<file path="config.mk">
export PLATFORM = sky130hd
export DESIGN_NAME = round_robin_wait_time_calc_top
export DESIGN_NICKNAME = d
export VERILOG_FILES = /design/src/hdl/rrwt_pkg.sv /design/src/hdl/rrwt_ctrl.sv /design/src/hdl/rrwt_dp.sv /design/src/hdl/round_robin_wait_time_calc_top.sv
export SDC_FILE = /design/constraint.sdc
export NUM_CORES = 1
export LEC_CHECK = 0
export BUFFER_PORTS_ARGS = -buffer_cell sky130_fd_sc_hd__buf_2
export CORE_ASPECT_RATIO = 0.8
export CORE_MARGIN = 4
export CORE_UTILIZATION = 60
export DETAILED_ROUTE_END_ITERATION = 16
export GPL_TIMING_DRIVEN = 1
export PLACE_DENSITY = 0.77
export SYNTH_ARGS = -nofsm -noshare
export SYNTH_HDL_FRONTEND = slang
export SYNTH_SLANG_ARGS = --single-unit
</file>
<file path="constraint.sdc">
create_clock -name clk -period 7.07 [get_ports clk]
set_input_delay 1.0605 -clock clk [delete_from_list [all_inputs] [get_ports clk]]
set_output_delay 1.0605 -clock clk [all_outputs]
set_load 0.02 [all_outputs]
</file>
<file path="src/hdl/rrwt_pkg.sv">
// Shared widths, constants and controller/datapath handshake types for the round robin calculator.
`timescale 1ns / 1ps
`default_nettype none

package rrwt_pkg;

  // Field widths
  localparam int BURST_W  = 16;
  localparam int SLICE_W  = 16;
  localparam int TIME_W   = 22;
  localparam int JOBNUM_W = 7;

  // Register reset value and default store depth
  localparam logic [SLICE_W-1:0] SLICE_RESET = 16'd4;
  localparam int DEFAULT_MAX_JOBS = 16;

  // Remainder unit: one dividend bit per step
  localparam int DIV_STEPS = BURST_W;
  localparam int STEP_W    = $clog2(DIV_STEPS);

  // Commands from the controller to the datapath
  typedef struct packed {
    logic mem_wr;     // store the incoming burst word
    logic latch_b;    // capture the burst of the current job, seed remainder unit
    logic div_step;   // advance the remainder unit one bit
    logic calc_r;     // form the slice-rounded limits, clear the accumulator
    logic acc_issue;  // a store read for the accumulation is in flight
    logic out_load;   // load the result register
    logic last;       // current job is the last of the batch
  } cmd_t;

  // Status from the datapath to the controller
  typedef struct packed {
    logic out_taken;  // result word accepted downstream
  } sts_t;

endpackage

`default_nettype wire

</file>
<file path="src/hdl/rrwt_ctrl.sv">
// Controller state machine: batch loading, per-job sequencing and result handoff.
`timescale 1ns / 1ps
`default_nettype none

module rrwt_ctrl #(
  parameter int MAX_JOBS = rrwt_pkg::DEFAULT_MAX_JOBS,
  parameter int IDX_W    = 4,
  parameter int CNT_W    = 5
) (
  input  wire logic             clk,
  input  wire logic             rst,
  input  wire logic             in_valid,
  output logic                  in_ready,
  input  wire logic             last_job,
  input  wire rrwt_pkg::sts_t   sts,
  output rrwt_pkg::cmd_t        cmd,
  output logic [IDX_W-1:0]      addr,
  output logic [IDX_W-1:0]      job_idx
);

  typedef enum logic [3:0] {
    S_LOAD,
    S_FETCH,
    S_LATCH,
    S_DIV,
    S_ROUND,
    S_ACC,
    S_DRAIN,
    S_EMIT,
    S_WAIT
  } state_t;

  state_t                    state;
  logic [CNT_W-1:0]          job_count;
  logic [IDX_W-1:0]          k;
  logic [IDX_W-1:0]          j;
  logic [rrwt_pkg::STEP_W-1:0] step;

  logic in_accept;
  logic store_ok;
  logic k_last;
  logic j_last;

  assign in_ready  = (state == S_LOAD);
  assign in_accept = in_valid && in_ready;
  assign store_ok  = (job_count < CNT_W'(MAX_JOBS));
  assign k_last    = ((CNT_W'(k) + CNT_W'(1)) == job_count);
  assign j_last    = ((CNT_W'(j) + CNT_W'(1)) == job_count);
  assign job_idx   = k;

  // Select the store address: fill pointer, scan index or current job
  always_comb begin
    unique case (state)
      S_LOAD:  addr = job_count[IDX_W-1:0];
      S_ACC:   addr = j;
      default: addr = k;
    endcase
  end

  // Decode commands from the state
  always_comb begin
    cmd           = '0;
    cmd.mem_wr    = in_accept && store_ok;
    cmd.latch_b   = (state == S_LATCH);
    cmd.div_step  = (state == S_DIV);
    cmd.calc_r    = (state == S_ROUND);
    cmd.acc_issue = (state == S_ACC);
    cmd.out_load  = (state == S_EMIT);
    cmd.last      = k_last;
  end

  // Hold state, counters and indexes
  always_ff @(posedge clk) begin
    if (rst) begin
      state     <= S_LOAD;
      job_count <= '0;
      k         <= '0;
      j         <= '0;
      step      <= '0;
    end else begin
      unique case (state)
        S_LOAD: begin
          if (in_accept) begin
            if (store_ok) begin
              job_count <= job_count + CNT_W'(1);
            end
            if (last_job) begin
              k     <= '0;
              state <= S_FETCH;
            end
          end
        end
        S_FETCH: begin
          state <= S_LATCH;
        end
        S_LATCH: begin
          step  <= '0;
          state <= S_DIV;
        end
        S_DIV: begin
          step <= step + rrwt_pkg::STEP_W'(1);
          if (step == rrwt_pkg::STEP_W'(rrwt_pkg::DIV_STEPS - 1)) begin
            state <= S_ROUND;
          end
        end
        S_ROUND: begin
          j     <= '0;
          state <= S_ACC;
        end
        S_ACC: begin
          if (j_last) begin
            state <= S_DRAIN;
          end else begin
            j <= j + IDX_W'(1);
          end
        end
        S_DRAIN: begin
          state <= S_EMIT;
        end
        S_EMIT: begin
          state <= S_WAIT;
        end
        S_WAIT: begin
          if (sts.out_taken) begin
            if (k_last) begin
              job_count <= '0;
              state     <= S_LOAD;
            end else begin
              k     <= k + IDX_W'(1);
              state <= S_FETCH;
            end
          end
        end
        default: begin
          state <= S_LOAD;
        end
      endcase
    end
  end

  // Fill count never passes the store depth
  a_count_bound: assert property (@(posedge clk) disable iff (rst)
    job_count <= CNT_W'(MAX_JOBS))
    else $error("job count beyond store depth");

  // A batch under calculation always holds at least one job
  a_batch_nonempty: assert property (@(posedge clk) disable iff (rst)
    (state != S_LOAD) |-> (job_count != '0))
    else $error("calculation started on an empty batch");

endmodule

`default_nettype wire

</file>
<file path="src/hdl/rrwt_dp.sv">
// Datapath: burst store, slice register, remainder unit, finish-time accumulator, result register.
`timescale 1ns / 1ps
`default_nettype none

module rrwt_dp #(
  parameter int MAX_JOBS = rrwt_pkg::DEFAULT_MAX_JOBS,
  parameter int IDX_W    = 4
) (
  input  wire logic                             clk,
  input  wire logic                             rst,
  input  wire rrwt_pkg::cmd_t                   cmd,
  output rrwt_pkg::sts_t                        sts,
  input  wire logic [IDX_W-1:0]                 addr,
  input  wire logic [IDX_W-1:0]                 job_idx,
  input  wire logic [rrwt_pkg::BURST_W-1:0]     burst_time,
  input  wire logic                             cfg_we,
  input  wire logic [rrwt_pkg::SLICE_W-1:0]     cfg_wdata,
  output logic                                  out_valid,
  input  wire logic                             out_ready,
  output logic [rrwt_pkg::JOBNUM_W-1:0]         job_number,
  output logic [rrwt_pkg::TIME_W-1:0]           waiting_time,
  output logic [rrwt_pkg::TIME_W-1:0]           turnaround_time,
  output logic                                  last_result
);

  localparam int BW = rrwt_pkg::BURST_W;
  localparam int TW = rrwt_pkg::TIME_W;

  logic [BW-1:0]                burst_store [MAX_JOBS];
  logic [BW-1:0]                rd_data;
  logic [IDX_W-1:0]             rd_idx;
  logic                         issue_q;
  logic [rrwt_pkg::SLICE_W-1:0] time_slice;
  logic [BW-1:0]                b_cur;
  logic [BW-1:0]                rem;
  logic [BW-1:0]                dvd;
  logic [BW:0]                  r_hi;
  logic [BW:0]                  r_lo;
  logic [TW-1:0]                acc;

  logic [BW-1:0] q_eff;
  logic [BW:0]   rem_sh;
  logic          rem_fit;
  logic [BW-1:0] rem_next;
  logic [BW:0]   pad;
  logic [BW:0]   r_hi_next;
  logic [BW:0]   data_ext;
  logic [BW:0]   term;
  logic          b_zero;

  // Zero slice runs as one unit
  assign q_eff  = (time_slice == '0) ? BW'(1) : time_slice;
  assign b_zero = (b_cur == '0);

  // Burst store: one write and one registered read per cycle, both at addr
  always_ff @(posedge clk) begin
    if (cmd.mem_wr) begin
      burst_store[addr] <= burst_time;
    end
    rd_data <= burst_store[addr];
    rd_idx  <= addr;
  end

  // Slice register and read-in-flight flag
  always_ff @(posedge clk) begin
    if (rst) begin
      time_slice <= rrwt_pkg::SLICE_RESET;
      issue_q    <= 1'b0;
    end else begin
      if (cfg_we) begin
        time_slice <= cfg_wdata;
      end
      issue_q <= cmd.acc_issue;
    end
  end

  // Restoring remainder step: burst mod slice
  assign rem_sh   = {rem, dvd[BW-1]};
  assign rem_fit  = (rem_sh >= {1'b0, q_eff});
  assign rem_next = rem_fit ? BW'(rem_sh - {1'b0, q_eff}) : rem_sh[BW-1:0];

  // Round the burst up to a whole number of slices
  assign pad       = (rem == '0) ? '0 : {1'b0, BW'(q_eff - rem)};
  assign r_hi_next = {1'b0, b_cur} + pad;

  // Time a scanned job has run when the current job finishes
  assign data_ext = {1'b0, rd_data};
  always_comb begin
    if (rd_idx < job_idx) begin
      term = (data_ext < r_hi) ? data_ext : r_hi;
    end else if (rd_idx == job_idx) begin
      term = data_ext;
    end else begin
      term = (data_ext < r_lo) ? data_ext : r_lo;
    end
  end

  // Remainder unit, limits and accumulator
  always_ff @(posedge clk) begin
    if (cmd.latch_b) begin
      b_cur <= rd_data;
      dvd   <= rd_data;
      rem   <= '0;
    end else if (cmd.div_step) begin
      rem <= rem_next;
      dvd <= {dvd[BW-2:0], 1'b0};
    end
    if (cmd.calc_r) begin
      r_hi <= r_hi_next;
      r_lo <= r_hi_next - {1'b0, q_eff};
      acc  <= '0;
    end else if (issue_q) begin
      acc <= acc + TW'(term);
    end
  end

  // Result register: load on command, drop on acceptance
  always_ff @(posedge clk) begin
    if (rst) begin
      out_valid <= 1'b0;
    end else if (cmd.out_load) begin
      out_valid <= 1'b1;
    end else if (out_ready) begin
      out_valid <= 1'b0;
    end
  end

  always_ff @(posedge clk) begin
    if (cmd.out_load) begin
      job_number      <= rrwt_pkg::JOBNUM_W'(job_idx) + rrwt_pkg::JOBNUM_W'(1);
      waiting_time    <= b_zero ? '0 : (acc - TW'(b_cur));
      turnaround_time <= b_zero ? '0 : acc;
      last_result     <= cmd.last;
    end
  end

  assign sts.out_taken = out_valid && out_ready;

  // A new result never overwrites one still waiting
  a_no_overwrite: assert property (@(posedge clk) disable iff (rst)
    cmd.out_load |-> !out_valid)
    else $error("result register overwritten while valid");

endmodule

`default_nettype wire

</file>
<file path="src/hdl/round_robin_wait_time_calc_top.sv">
// Top level of the round robin waiting and turnaround time calculator.
//
// Input channel (in_valid/in_ready): one word per job carrying burst_time and
// last_job. Words load one per cycle while the block is collecting a batch;
// words beyond MAX_JOBS are dropped, and a word with last_job set closes the
// batch (even when dropped).
// Output channel (out_valid/out_ready): one word per stored job, in job order,
// with job_number, waiting_time, turnaround_time; last_result marks the final one.
// Config: cfg_we writes cfg_wdata into the time slice (reset 4, zero runs as 1).
// Sequence: for a batch of n jobs each result takes a store read, the
// bit-serial remainder unit, a rounding step, n store reads through the
// single-port burst store for the accumulation, and the result register
// load. in_ready stays low until the final result of the batch is taken.
// Stall: a held result stops the controller until out_ready; nothing is lost.
// Reset: clears the controller and the batch fill count and sets the time
// slice to 4; the burst store is not cleared and needs no sweep.
`timescale 1ns / 1ps
`default_nettype none

module round_robin_wait_time_calc_top #(
  parameter int MAX_JOBS = rrwt_pkg::DEFAULT_MAX_JOBS
) (
  input  wire logic                             clk,
  input  wire logic                             rst,
  input  wire logic                             in_valid,
  output logic                                  in_ready,
  input  wire logic [rrwt_pkg::BURST_W-1:0]     burst_time,
  input  wire logic                             last_job,
  output logic                                  out_valid,
  input  wire logic                             out_ready,
  output logic [rrwt_pkg::JOBNUM_W-1:0]         job_number,
  output logic [rrwt_pkg::TIME_W-1:0]           waiting_time,
  output logic [rrwt_pkg::TIME_W-1:0]           turnaround_time,
  output logic                                  last_result,
  input  wire logic                             cfg_we,
  input  wire logic [rrwt_pkg::SLICE_W-1:0]     cfg_wdata
);

  localparam int IDX_W = (MAX_JOBS > 1) ? $clog2(MAX_JOBS) : 1;
  localparam int CNT_W = $clog2(MAX_JOBS + 1);

  rrwt_pkg::cmd_t   cmd;
  rrwt_pkg::sts_t   sts;
  logic [IDX_W-1:0] addr;
  logic [IDX_W-1:0] job_idx;

  rrwt_ctrl #(
    .MAX_JOBS (MAX_JOBS),
    .IDX_W    (IDX_W),
    .CNT_W    (CNT_W)
  ) u_ctrl (
    .clk      (clk),
    .rst      (rst),
    .in_valid (in_valid),
    .in_ready (in_ready),
    .last_job (last_job),
    .sts      (sts),
    .cmd      (cmd),
    .addr     (addr),
    .job_idx  (job_idx)
  );

  rrwt_dp #(
    .MAX_JOBS (MAX_JOBS),
    .IDX_W    (IDX_W)
  ) u_dp (
    .clk             (clk),
    .rst             (rst),
    .cmd             (cmd),
    .sts             (sts),
    .addr            (addr),
    .job_idx         (job_idx),
    .burst_time      (burst_time),
    .cfg_we          (cfg_we),
    .cfg_wdata       (cfg_wdata),
    .out_valid       (out_valid),
    .out_ready       (out_ready),
    .job_number      (job_number),
    .waiting_time    (waiting_time),
    .turnaround_time (turnaround_time),
    .last_result     (last_result)
  );

  // Loading and reporting never overlap
  a_phase_exclusive: assert property (@(posedge clk) disable iff (rst)
    out_valid |-> !in_ready)
    else $error("input open while a result is pending");

  // Taking the final result reopens the input
  a_reopen: assert property (@(posedge clk) disable iff (rst)
    (out_valid && out_ready && last_result) |=> in_ready)
    else $error("input not reopened after final result");

endmodule

`default_nettype wire
</file>
==> metrics.log, run 1 <==
[metrics] Total Die Area: 0.0417 mm^2
[metrics] Wirelength per Cell: approximately 22 um
[metrics] final HPWL from detailed placement: 37400 um
[metrics] cell class contributing the biggest share of worst-path delay: compound AO/OA/AOI/OAI gates
[metrics] status: finished, final reports clean
[metrics] most instantiated flip-flop cell in the synthesis netlist: sky130_fd_sc_hd__edfxtp_1
[metrics] biggest cell delay along the critical path: 480 ps
[metrics] Core Box Area: 0.0375 mm^2
[metrics] Total Power: 14.3 mW
[metrics] latest clock arrival within the worst-skew pair: 570 ps
[metrics] leak pwr: just under 10 nW
[metrics] Post-Place Worst Slack: 1320 ps
[metrics] maximum number of pins on one net before global-route repair: 69
[metrics] max cap viols: 0
[metrics] final layout net count: ~2100
[metrics] number of clock sinks: 469
[metrics] CTS resizes: 0
[metrics] first-pass GRT wire length: between 80000 and 90000 um
[metrics] Max Fanout on Critical Path: 6
[metrics] Overall Global Routing Usage: 0.262
[metrics] Placed Cells: 2337
[metrics] cell count after synthesis: 1808
[metrics] accumulated negative setup slack: 0 ps
[metrics] category of the most critical setup path: reg2reg
[metrics] post-route worst setup slack: 1270 ps
[metrics] transition at the pin with the smallest max-transition slack: 1210 ps
[metrics] Area growth syn-to-layout: 10.7%
[metrics] Area contributors post-synth: sky130_fd_sc_hd__edfxtp_1 (48%), sky130_fd_sc_hd__dfxtp_1 (8.4%), sky130_fd_sc_hd__ha_1 (7.3%)
[metrics] final worst clock skew: 19.3 ps
[metrics] max frequency: between 150 and 200 MHz
[metrics] required time of the critical path: 7370 ps
[metrics] height of the die: 183 um
[metrics] Final setup viols: 0
[metrics] Worst setup EP type: flop
[metrics] Top Ports: a little over 90
[metrics] Post-synth ARST share: 0
[metrics] CTS root buf: sky130_fd_sc_hd__clkbuf_16
[metrics] number of search-and-repair iterations in the first detailed-routing pass: 6
[metrics] Max clock buf depth: 3
[metrics] area of all placed cells without fillers: 0.0255 mm^2
[metrics] CTS clock-pin slew for the worst setup and hold paths: 60 ps
[metrics] Post-Synthesis Mean Instance Area: 12.8 um^2
[metrics] commonest cells in the netlist: sky130_fd_sc_hd__edfxtp_1 (372), sky130_fd_sc_hd__nor2_1 (151), sky130_fd_sc_hd__ha_1 (135)
[metrics] fraction of final layout cells sized beyond drive strength 1: 0.152
[metrics] cell with the most instances after synthesis: sky130_fd_sc_hd__edfxtp_1
[metrics] TritonCTS clock tree: built
[metrics] H-tree levels: 2
[metrics] post-CTS setup buffer count: 0
[metrics] worst slew margin relative to its limit: 0.194
[metrics] Horiz. Die Dim: 227 um
[metrics] VDD IR-drop max: 0.530 mV
[metrics] initial antenna violation count: 0
[metrics] number of core rows: 63
[metrics] Routed WL: 54000 um
[metrics] share of the yosys chip area belonging to registers: 0.568
[metrics] count of port buffers added during placement: 89
[metrics] number of buffers created by CTS: 46
[metrics] Buf+Inv Stages, Crit Path: 2
[metrics] sort of element at the start of the critical path: flop
[metrics] #FFs+latches synth: 469
[metrics] number of nets still failing antenna checks after routing: 0
[metrics] slowest cell on the critical path: sky130_fd_sc_hd__dfxtp_1
[metrics] total of hold buffers inserted after clock tree synthesis: 0
[metrics] effective utilization at floorplan: 0.615
[metrics] cell taking the most area after synthesis: sky130_fd_sc_hd__edfxtp_1
[metrics] final count of hold timing violations: 0
[metrics] count of unique library cells instantiated by Yosys: between 70 and 80
[metrics] min Tclk post-route: 5800 ps
[metrics] DRC violation count after routing: 0
[metrics] proportion of netlist area held by the largest area contributor: 0.484
[metrics] filler cell count: 2621
[metrics] total grt overflow: 0
[metrics] via count of the first global-routing pass: 14944
[metrics] number of warnings reported in the yosys synthesis log: 0
[metrics] power density over the cells: 561 mW/mm^2
[metrics] number of violations reported at the end of detailed-routing iteration 0: 1533
[metrics] instance area at placement: 0.0240 mm^2
[metrics] CP arrival: 6110 ps
[metrics] Period Utilization, post-route: 0.821
[metrics] overall via count from detail_route: 15093
[metrics] number of enable-type register cells in the synthesized netlist: 372
[metrics] worst hold path class: reg2reg
[metrics] placer's final routability congestion estimate: 0.951
[metrics] setup repair after global routing missed its margin: false
[metrics] combined area of all synthesized cells: approximately 0.023 mm^2
[metrics] # diodes: 0
[metrics] final-report max-slew violation count: 0
[metrics] Via density: 6.23
[metrics] post-route insts no fill: 2423
-- power breakdown --
part / total [mW] / leakage, nW / internal [mW] / switching (mW)
Combinational: 7.74 / 4.67 / 3.39 / 4.34
Clock: 2.48 / 0.760 / 1.43 / 1.05
Sequential: 4.11 / 4.17 / 3.77 / 0.342
Total: 14.3 / 9.60 / 8.59 / 5.74
-- path summary, 6_finish.rpt --
check | slack [ps] | end | start | cells after the start
setup / recovery | 1270 | u_dp.r_lo[16] | u_dp.time_slice[1] | 27
hold / removal | 480 | u_ctrl.step[1] | u_ctrl.step[1] | 2
setup reg to reg | 1270 | u_dp.r_lo[16] | u_dp.time_slice[1] | 27
hold reg to reg | 480 | u_ctrl.step[1] | u_ctrl.step[1] | 2
-- worst register-to-register path, stage by stage, from the launching register on --
cell and delay, ps:
sky130_fd_sc_hd__dfxtp_1 480, sky130_fd_sc_hd__nor4_1 100, sky130_fd_sc_hd__a41o_1 240, sky130_fd_sc_hd__inv_1 70, sky130_fd_sc_hd__ha_1 160, sky130_fd_sc_hd__inv_1 50
sky130_fd_sc_hd__fa_1 400, sky130_fd_sc_hd__a21o_1 180, sky130_fd_sc_hd__a21o_1 220, sky130_fd_sc_hd__a2111oi_2 450, sky130_fd_sc_hd__nor2_1 70, sky130_fd_sc_hd__a21oi_1 190
sky130_fd_sc_hd__xor2_1 160, sky130_fd_sc_hd__nor2_1 60, sky130_fd_sc_hd__ha_1 350, sky130_fd_sc_hd__o21a_1 210, sky130_fd_sc_hd__o21a_1 190, sky130_fd_sc_hd__o221ai_1 220
sky130_fd_sc_hd__nor2b_1 190, sky130_fd_sc_hd__xnor2_1 160, sky130_fd_sc_hd__ha_1 330, sky130_fd_sc_hd__nand2_1 100, sky130_fd_sc_hd__o21ai_0 90, sky130_fd_sc_hd__a211o_1 290
sky130_fd_sc_hd__a21oi_1 250, sky130_fd_sc_hd__o21bai_1 90, sky130_fd_sc_hd__a21oi_1 170, sky130_fd_sc_hd__xor2_1 80
-- cell type report --
class / count / area, um^2 / share of cell area
repair buffers: 113 / 626 / 0.0245
flip-flops and latches: 469 / 13100 / 0.513
multi-input cells: 1142 / 9170 / 0.359
clock inverters: 19 / 228 / 0.00891
well taps: 487 / 609 / 0.0239
inverters: 126 / 475 / 0.0186
clock buffers: 67 / 1330 / 0.0521
-- through the flow --
stage | utilization | hold WS, ps
after floorplan | - | 421
after global placement | 0.639 | 454
after detailed placement | 0.639 | 474
after CTS | 0.681 | 479
after global routing | 0.681 | 503
final | 0.681 | 481
-- metal layers --
layer | share of wire | GRT usage | wire length, um | up-vias
li1 | - | - | - | 6988
met1 | 0.43 | 0.390 | 23500 | 7372
met2 | 0.45 | 0.397 | 24300 | 628
met3 | 0.086 | 0.0536 | 4630 | 105
met4 | 0.030 | 0.0779 | 1630 | 0
met5 | 0 | 0 | 0 | -
-- placed cells by master, fill, tap and decap left out, types with 8 or more instances in the layout --
cell                        count
sky130_fd_sc_hd__a31oi_1       10
sky130_fd_sc_hd__o21ai_0       60
sky130_fd_sc_hd__clkbuf_16     46
sky130_fd_sc_hd__xor2_1        33
sky130_fd_sc_hd__nor4_1        13
sky130_fd_sc_hd__xnor2_1       52
sky130_fd_sc_hd__o211ai_1       9
sky130_fd_sc_hd__and2_1        25
sky130_fd_sc_hd__nand2_1       69
sky130_fd_sc_hd__and3_1        11
sky130_fd_sc_hd__nor2b_1       23
sky130_fd_sc_hd__nand2b_1      20
sky130_fd_sc_hd__clkbuf_8      10
sky130_fd_sc_hd__or3_1          8
sky130_fd_sc_hd__nand4_1       10
sky130_fd_sc_hd__mux2_2        19
sky130_fd_sc_hd__a221o_1       17
sky130_fd_sc_hd__a21oi_1       98
sky130_fd_sc_hd__nor2_1       149
sky130_fd_sc_hd__clkbuf_1      11
sky130_fd_sc_hd__buf_2         89
sky130_fd_sc_hd__dfxtp_1       97
sky130_fd_sc_hd__o21bai_1      10
sky130_fd_sc_hd__o21a_1        32
sky130_fd_sc_hd__ha_1         135
sky130_fd_sc_hd__a211oi_1      14
sky130_fd_sc_hd__inv_1        121
sky130_fd_sc_hd__buf_4         24
sky130_fd_sc_hd__nand3_1       28
sky130_fd_sc_hd__a21o_1        33
sky130_fd_sc_hd__o22ai_1       30
sky130_fd_sc_hd__mux4_2        64
sky130_fd_sc_hd__nor3_1        25
sky130_fd_sc_hd__mux2i_1       37
sky130_fd_sc_hd__edfxtp_1     372
sky130_fd_sc_hd__a22o_1        18
-- logic make-up (layout without fill, tap and decap cells) --
| group | after synthesis | in the layout | share of synthesized area |
|---|---|---|---|
| xor+xnor | 85 | 85 | 0.0323 |
| buf+inv | 199 | 325 | 0.0357 |
| compound gates | 388 | 388 | 0.112 |
| mux | 121 | 121 | 0.0883 |
| other cells | 1 | 3 | 0.000163 |
| fa+ha+maj | 141 | 141 | 0.0784 |
| flops | 469 | 469 | 0.568 |
| simple gates | 404 | 404 | 0.0848 |
-- state kept, by name, indices dropped and copies added, names as in the netlist, 16 cells and up --
signal,cells
u_dp.acc,22
u_dp.waiting_time,22
u_dp.rem,16
u_dp.time_slice,16
u_dp.burst_store,256
u_dp.turnaround_time,22
u_dp.rd_data,16
u_dp.dvd,16
u_dp.b_cur,16
u_dp.r_lo,17
u_dp.r_hi,17
Power figures use the tool's default switching activity.
==> run 2, diff against run 1 <==
--- a/config.mk
+++ b/config.mk
@@ -5,6 +5,7 @@
 export SDC_FILE = /design/constraint.sdc
 export NUM_CORES = 1
 export LEC_CHECK = 0
+export ABC_AREA = 1
 export BUFFER_PORTS_ARGS = -buffer_cell sky130_fd_sc_hd__buf_2
 export CORE_ASPECT_RATIO = 0.8
 export CORE_MARGIN = 4
==> constraint.sdc (replaced) <==
create_clock -name clk -period 5.6 [get_ports clk]
set_input_delay 0.84 -clock clk [delete_from_list [all_inputs] [get_ports clk]]
set_output_delay 0.84 -clock clk [all_outputs]
set_load 0.02 [all_outputs]
==> metrics.log, run 2 <==
[metrics] total grt overflow: 0
[metrics] effective utilization at floorplan: 0.607
[metrics] fraction of final layout cells sized beyond drive strength 1: 0.0702
[metrics] Register-to-Register Setup Slack: 430 ps
[metrics] share of synthesized area spent on multiplexers: 0
[metrics] Horiz. Die Dim: 241 um
[metrics] post-route worst setup slack: 435 ps
[metrics] required time of the critical path: 5950 ps
[metrics] maximum number of pins on one net before global-route repair: 102
[metrics] TritonCTS clock tree: built
[metrics] final count of hold timing violations: 0
[metrics] worst slew margin relative to its limit: 0.172
[metrics] CP arrival: 5510 ps
[metrics] highest-count cells in the layout ignoring fill and taps: sky130_fd_sc_hd__nand2_1 (1051), sky130_fd_sc_hd__edfxtp_1 (372), sky130_fd_sc_hd__inv_1 (331)
[metrics] cell with the most instances after synthesis: sky130_fd_sc_hd__nand2_1
[metrics] Overall Global Routing Usage: 0.309
[metrics] Critical R2R Launch: u_dp.time_slice[1]
[metrics] Period Utilization, post-route: 0.922
[metrics] initial antenna violation count: 1
[metrics] sort of element at the start of the critical path: flop
[metrics] number of nets still failing antenna checks after routing: 0
[metrics] Post-Synth Adder-Cell Area: 0.0692
[metrics] number of enable-type register cells in the synthesized netlist: 372
[metrics] end of the critical path: u_dp.r_lo[14]
[metrics] number of search-and-repair iterations in the first detailed-routing pass: 5
[metrics] CP startpoint: u_dp.time_slice[1]
[metrics] most frequent standard cell in the layout excluding fill and tap cells: sky130_fd_sc_hd__nand2_1
[metrics] accumulated negative setup slack: 0 ps
[metrics] worst hold path class: reg2reg
[metrics] cell taking the most area after synthesis: sky130_fd_sc_hd__edfxtp_1
[metrics] height of the die: 195 um
[metrics] transition at the pin with the smallest max-transition slack: 1240 ps
[metrics] cell count after synthesis: 3137
[metrics] largest register by flop count: u_dp.burst_store
[metrics] setup repair after global routing missed its margin: false
[metrics] Final setup viols: 0
[metrics] post-synthesis compound-gate area fraction: 0.0696
[metrics] number of clock sinks: 469
[metrics] total of hold buffers inserted after clock tree synthesis: 0
[metrics] most instantiated flip-flop cell in the synthesis netlist: sky130_fd_sc_hd__edfxtp_1
[metrics] power density over the cells: approximately 450 mW/mm^2
[metrics] Worst setup EP type: flop
[metrics] Post-Synthesis Mean Instance Area: 8.33 um^2
[metrics] Post-Place Worst Slack: 547 ps
[metrics] share of the yosys chip area belonging to registers: 0.502
[metrics] dominant combinational cell family by area after synthesis: simple AND/OR/NAND/NOR gates
[metrics] Core Box Area: 0.0431 mm^2
[metrics] Post-synth ARST share: 0
[metrics] max cap viols: 0
[metrics] DRC violation count after routing: 0
[metrics] status: finished, final reports clean
[metrics] latest clock arrival within the worst-skew pair: 600 ps
[metrics] via count of the first global-routing pass: between 20000 and 25000
[metrics] count of port buffers added during placement: 89
[metrics] #FFs+latches synth: 469
[metrics] placer's final routability congestion estimate: 0.964
[metrics] H-tree levels: 2
[metrics] Top Ports: 92
[metrics] area of all placed cells without fillers: 0.0286 mm^2
[metrics] number of buffers created by CTS: 47
[metrics] Total Die Area: 0.0470 mm^2
[metrics] post-synthesis share of cell area spent on xor and xnor gates: 0.0181
[metrics] reg-to-reg critical path endpoint: u_dp.r_lo[14]
[metrics] CTS root buf: sky130_fd_sc_hd__clkbuf_16
[metrics] CTS clock-pin slew for the worst setup and hold paths: 70 ps
[metrics] Max Fanout on Critical Path: 5
[metrics] Wirelength per Cell: ~19 um
[metrics] VDD IR-drop max: 0.267 mV
[metrics] area fraction in and, or, nand and nor cells after synthesis: 0.270
[metrics] number of warnings reported in the yosys synthesis log: 0
[metrics] final layout net count: about 3400
[metrics] Routed WL: 73300 um
[metrics] max frequency: between 150 and 200 MHz
[metrics] category of the most critical setup path: reg2reg
[metrics] # diodes: 0
[metrics] final worst clock skew: 26.8 ps
[metrics] Area growth syn-to-layout: 9.30%
[metrics] proportion of netlist area held by the largest area contributor: 0.428
[metrics] Area contributors post-synth: sky130_fd_sc_hd__edfxtp_1 (43%), sky130_fd_sc_hd__nand2_1 (15%), sky130_fd_sc_hd__dfxtp_1 (7.4%)
[metrics] final HPWL from detailed placement: 51000 um
[metrics] count of unique library cells instantiated by Yosys: 42
[metrics] cells on worst reg2reg path: 26
[metrics] commonest cells in the netlist: sky130_fd_sc_hd__nand2_1 (1051), sky130_fd_sc_hd__edfxtp_1 (372), sky130_fd_sc_hd__inv_1 (331)
[metrics] number of violations reported at the end of detailed-routing iteration 0: between 2000 and 3000
[metrics] Via density: 5.87
[metrics] leak pwr: 13.1 nW
[metrics] final-report max-slew violation count: 0
[metrics] number of flip-flops under the largest register name: 256
[metrics] combined area of all synthesized cells: 0.0261 mm^2
[metrics] instance area at placement: 0.0270 mm^2
[metrics] number of core rows: 68
[metrics] first-pass GRT wire length: 115000 um
[metrics] min Tclk post-route: 5170 ps
[metrics] overall via count from detail_route: 22182
[metrics] Max clock buf depth: 3
==> run 2: changes by cell type after synthesis, sizes merged, moves of 50 or more <==
| cell | before | now |
|---|---|---|
| a21oi | 98 | 169 |
| inv | 126 | 339 |
| mux4 | 64 | 0 |
| nand2 | 69 | 1055 |
| nand3 | 28 | 192 |
| nand4 | 10 | 177 |
| nor2 | 151 | 201 |
==> run 2: routing by layer <==
metal | GRT usage | up-vias | wire length, um
li1 | - | 10599 | -
met1 | 0.484 | 10317 | 33400
met4 | 0.0814 | 0 | 2060
met2 | 0.448 | 1101 | 31000
met3 | 0.0511 | 165 | 6970
met5 | 0 | - | 0
==> run 2: worst min-delay path by stage <==
stage	slack, ps	startpoint	cells after the start	to
2_1_floorplan	430	u_dp.rd_data[0]	0	u_dp.b_cur[0]
6_report	480	u_dp.rem[10]	2	u_dp.rem[10]
3_3_place_gp	460	u_dp.rem[9]	2	u_dp.rem[9]
3_5_place_dp	470	u_dp.rem[10]	2	u_dp.rem[10]
5_1_grt	500	u_dp.rem[7]	2	u_dp.rem[7]
4_1_cts	480	u_dp.rem[10]	2	u_dp.rem[10]
==> run 2: cell families (layout without fill, tap and decap cells) <==
family                   after synthesis  count (layout)
AO/OA/AOI/OAI                        334             334
XOR/XNOR                              54              54
adder cells (fa/ha/maj)              141             141
buffers and inverters                474             556
flip-flops                           469             469
other                                  1               3
AND/OR/NAND/NOR                     1664            1664
==> run 2: cell type report <==
class                      count  area (um^2)
fill                        3481        14500
sequential                   469        13100
multi-input combinational   2196        11200
inverter                     346         1300
clock buffer                  62         1270
timing repair buffer         125          716
tap                          560          701
clock inverter                23          248
==> run 2: worst max-delay path, stage by stage, from the launching register on <==
cell and delay [ps]:
sky130_fd_sc_hd__dfxtp_1 460, sky130_fd_sc_hd__inv_1 180, sky130_fd_sc_hd__nand4_1 130, sky130_fd_sc_hd__nor2_1 50, sky130_fd_sc_hd__a21oi_1 180, sky130_fd_sc_hd__ha_1 170, sky130_fd_sc_hd__inv_1 60, sky130_fd_sc_hd__fa_1 400
sky130_fd_sc_hd__nand3_1 80, sky130_fd_sc_hd__nand2_1 90, sky130_fd_sc_hd__inv_1 100, sky130_fd_sc_hd__o21bai_1 130, sky130_fd_sc_hd__o21ai_0 190, sky130_fd_sc_hd__a21oi_1 70, sky130_fd_sc_hd__ha_1 370, sky130_fd_sc_hd__nand2_1 90
sky130_fd_sc_hd__o21ai_0 580, sky130_fd_sc_hd__xor2_1 290, sky130_fd_sc_hd__ha_1 340, sky130_fd_sc_hd__a21oi_1 140, sky130_fd_sc_hd__a21boi_0 190, sky130_fd_sc_hd__nand2_1 200, sky130_fd_sc_hd__nand2_1 110, sky130_fd_sc_hd__nand2_1 70
sky130_fd_sc_hd__nand2_1 70, sky130_fd_sc_hd__nand2_1 50, sky130_fd_sc_hd__xor2_1 130
==> run 2: power breakdown <==
part | internal, mW | total, mW | switching (mW)
logic | 1.83 | 5.48 | 3.65
registers | 4.11 | 4.34 | 0.230
clock network | 1.76 | 3.13 | 1.37
==> run 2: through the flow <==
step           total power, mW  hold slack, ps  std cells  utilization
5_1_grt                   13.9             495       3781        0.663
3_3_place_gp              9.69             462       3696        0.628
4_1_cts                   12.9             476       3781        0.663
6_report                  13.0             479       3781        0.663
2_1_floorplan             8.32             432       3139            -
3_5_place_dp              9.75             467       3696        0.628
==> run 2: what timing repair did <==
item                                    in CTS  in global routing
endpoints found under the setup margin       0                  2
gates resized for setup                      0                  2
setup buffers                                0                  0
